==> config.mk <==
export PLATFORM = sky130hd
export DESIGN_NAME = stm_cmp
export DESIGN_NICKNAME = d
export VERILOG_FILES = /design/src/design/stm_pkg.sv /design/src/design/stm_cmp.sv
export SDC_FILE = /design/constraint.sdc
export NUM_CORES = 1
export LEC_CHECK = 0
export BUFFER_PORTS_ARGS = -buffer_cell sky130_fd_sc_hd__buf_2
export CAP_MARGIN = 5
export CORE_MARGIN = 1.5
export CORE_UTILIZATION = 40
export DETAILED_ROUTE_END_ITERATION = 10
export GPL_TIMING_DRIVEN = 0
export PLACE_DENSITY = 0.84
export SLEW_MARGIN = 25
export SYNTH_ARGS = -nofsm -noshare
export SYNTH_HDL_FRONTEND = slang
export SYNTH_SLANG_ARGS = --single-unit
==> constraint.sdc <==
create_clock -name vclk -period 4.2
set_input_delay 1.26 -clock vclk [all_inputs]
set_output_delay 1.26 -clock vclk [all_outputs]
set_load 0.01 [all_outputs]
==> src/design/stm_pkg.sv <==
// ----------------------------------------------------------------------------
// stm_pkg: shared types and constants of the sparse table range-minimum engine
// Field widths, command codes, sequencer states and the level search helper.
// ----------------------------------------------------------------------------
package stm_pkg;

    localparam int VAL_W            = 32;   // element value width
    localparam int RNG_W            = 10;   // query index / result index width
    localparam int LG_W             = 4;    // floor log2 of an RNG_W+1 bit length
    localparam int DEF_MAX_ELEMENTS = 1024;
    localparam int DEF_LEVELS       = 11;

    localparam logic CMD_LOAD  = 1'b0;
    localparam logic CMD_QUERY = 1'b1;

    typedef enum logic [2:0] {
        ST_IDLE,
        ST_LD0,
        ST_LDK,
        ST_QCHK,
        ST_QRD2,
        ST_QCMP
    } t_state;

    // position of the highest set bit of a range length
    function automatic logic [LG_W-1:0] floor_log2(input logic [RNG_W:0] v);
        logic [LG_W-1:0] k;
        k = '0;
        for (int i = 1; i <= RNG_W; i++) begin
            if (v[i]) begin
                k = LG_W'(i);
            end
        end
        return k;
    endfunction

endpackage

==> src/design/stm_cmp.sv <==
// ----------------------------------------------------------------------------
// stm_cmp: shared minimum unit
// Picks the smaller of two signed window minima; ties keep the left operand.
// ----------------------------------------------------------------------------
module stm_cmp
    import stm_pkg::*;
#(
    parameter int IDX_W = $clog2(DEF_MAX_ELEMENTS)
) (
    input  logic signed [VAL_W-1:0] i_a_val,
    input  logic [IDX_W-1:0]        i_a_idx,
    input  logic signed [VAL_W-1:0] i_b_val,
    input  logic [IDX_W-1:0]        i_b_idx,
    output logic signed [VAL_W-1:0] o_min_val,
    output logic [IDX_W-1:0]        o_min_idx
);

    logic take_a;

    assign take_a    = (i_a_val <= i_b_val);
    assign o_min_val = take_a ? i_a_val : i_b_val;
    assign o_min_idx = take_a ? i_a_idx : i_b_idx;

endmodule

==> metrics.cfg <==
[sta]
fin_crit_sh_pct = 119
holdWs_ns = 2.89
hold_viol = 0
drv_slew = 0
relSlewSlack_pct = 46.7
finalSetupTns_ns = -27.71
setup_viol = 42
period_needed_ns = 5.01
rsz0062_at_grt = true
clock.fmax_mhz = 200
worstMarginPinSlew_ns = 0.800
worst_slack_ns = -0.811

[routing]
drt_iter0_drc = 330
totalWireLength_um = 13600
wire_per_inst_um = 21.9
drc = 0
viasPerCell = 6.60
firstDrtPassIters = 5
postRouteAntennaNets = 0
num_vias = 4110

[yosys]
syn_area_per_cell_um2 = 6.20
yosys.area.top_type = ha_1
syn-num-nets = 508
synthTopCellsByArea = ha_1 16%, o22ai_1 13%, inv_1 12%
synth.distinct_cells = 29
synth_top_area_share_pct = 16.5
yosysWarnings = 0
synth_seq_area_share_pct = 0
synth_cells = 392
synth_area_mm2 = 0.00243

[final_layout]
numSequentialCells = 0
multi_input_area_mm2 = 0.00304
nNetsFinal = 666
final_util_pct = 83.7
n_clock_buffer = 0
num_antenna_cells = 0
drive_gt1_share_pct = 60.8
layout_common_cells = 86 x buf_2, 52 x inv_1, 40 x a21oi_1
area_growth_pct = 103
design_area_mm2 = 0.00493
layout_commonest_cell = buf_2
nFillCells = 315
seq_area_um2 = 0

[place]
hpwl_um = 6520
globalplace.congestion = 0.816
dpl_cell_area_mm2 = 0.00352
portBuffers = 126

[power]
peakVddDrop_mv = 0.104
p_leak_nw = 2.18
p_per_area_mw_per_mm2 = 183

[grt]
grt_pass1_wl_um = 18000
met3_usage_pct = 5.39
first_global_vias = 3811
grt_max_degree = 11
antenna_found_initial = 0
grt_remaining_overflow = 0
grt-busiest-layer = met2
groute.layer.met2.usage_pct = 62.7
track_usage_pct = 34.4
use_met1_pct = 37.5

[min_path]
hold_class = input pin to output pin

[critical_path]
crit_path_max_fanout = 10
required_ns = 2.94
arrival_ns = 3.75
cp-end-kind = output pin
critPathLaunchType = input pin
crit_type = input pin to output pin

[die]
core-area_mm2 = 0.00589
die_area_mm2 = 0.00655
start_util_pct = 41.3
std_cell_rows = 28
io_pins = 126
die_w_um = 80.9
chipHeight_um = 80.9

[job]
drv_cap = 0

[outcome]
status = finished with violations
violations = setup timing

==> per-layer routing <==
| metal | share of wire [%] | routed length [um] |
|---|---|---|
| met5 | 0 | 0 |
| met3 | 7.7 | 1050 |
| met1 | 36 | 4880 |
| met4 | 6.3 | 862 |
| met2 | 50 | 6860 |
==> cells in the mapped netlist (2+ instances only) <==
master,number
a21oi_1,56
nor2_1,34
buf_6,4
a21o_1,2
buf_2,4
nand4_1,6
nand3_1,5
nand2_1,8
a2bb2oi_1,11
o2bb2ai_1,31
nor3_1,3
a21boi_1,31
o21ai_0,5
o22ai_1,51
clkbuf_1,21
inv_1,76
ha_1,32
==> report_power, final <==
group          total [mW]  internal, mW  leakage (nW)  switching [mW]
Clock                   0             0             0               0
Combinational       0.901         0.428          2.18           0.472
Sequential              0             0             0               0
==> what timing repair did <==
item                       CTS  global route
pin swaps                   42            43
buffers inserted            21             4
cloned                       3             2
hold buffers                 0             0
setup endpoints to repair   42            42
resized for setup          208            41
==> stage by stage <==
| stage | cells | power [mW] | setup slack (ns) |
|---|---|---|---|
| 4_1_cts | 617 | 0.766 | -0.387 |
| 3_3_place_gp | 593 | 0.581 | -0.738 |
| 6_report | 623 | 0.901 | -0.811 |
| 2_1_floorplan | 392 | 0.397 | -0.219 |
| 5_1_grt | 623 | 0.949 | -0.876 |
| 3_5_place_dp | 593 | 0.601 | -0.787 |
==> layout make-up <==
type / instances / share of cell area (%)
inverter: 76 / 6.45
buffer: 29 / 5.66
multi-input combinational: 287 / 61.7
tap: 75 / 1.90
timing repair buffer: 156 / 24.3
==> final timing paths <==
check / startpoint / end / slack (ns) / cells past startpoint
max: i_b_val[31] / o_min_val[18] / -0.81 / 14
min: i_b_val[8] / o_min_val[8] / 2.89 / 4
==> kinds of logic (layout without fill, tap and decap cells) <==
| logic type | Yosys count | after routing | synth area share (%) |
|---|---|---|---|
| and+or+nand+nor | 60 | 60 | 11.8 |
| buffers and inverters | 105 | 261 | 17.7 |
| AOI/OAI and AO/OA | 195 | 195 | 54.0 |
| adders and majority gates | 32 | 32 | 16.5 |
==> critical path: stages <==
cell       delay, ns
buf_2           0.12
inv_2           0.05
ha_4            0.29
nand4_4         0.14
buf_4           0.18
nor2_1          0.23
a22oi_2         0.17
buf_4           0.16
nand3_2         0.14
buf_6           0.17
o2bb2ai_1       0.11
a21oi_2         0.31
a21boi_2        0.26
buf_2           0.16
Note: power is estimated with default switching activity, not from simulation.
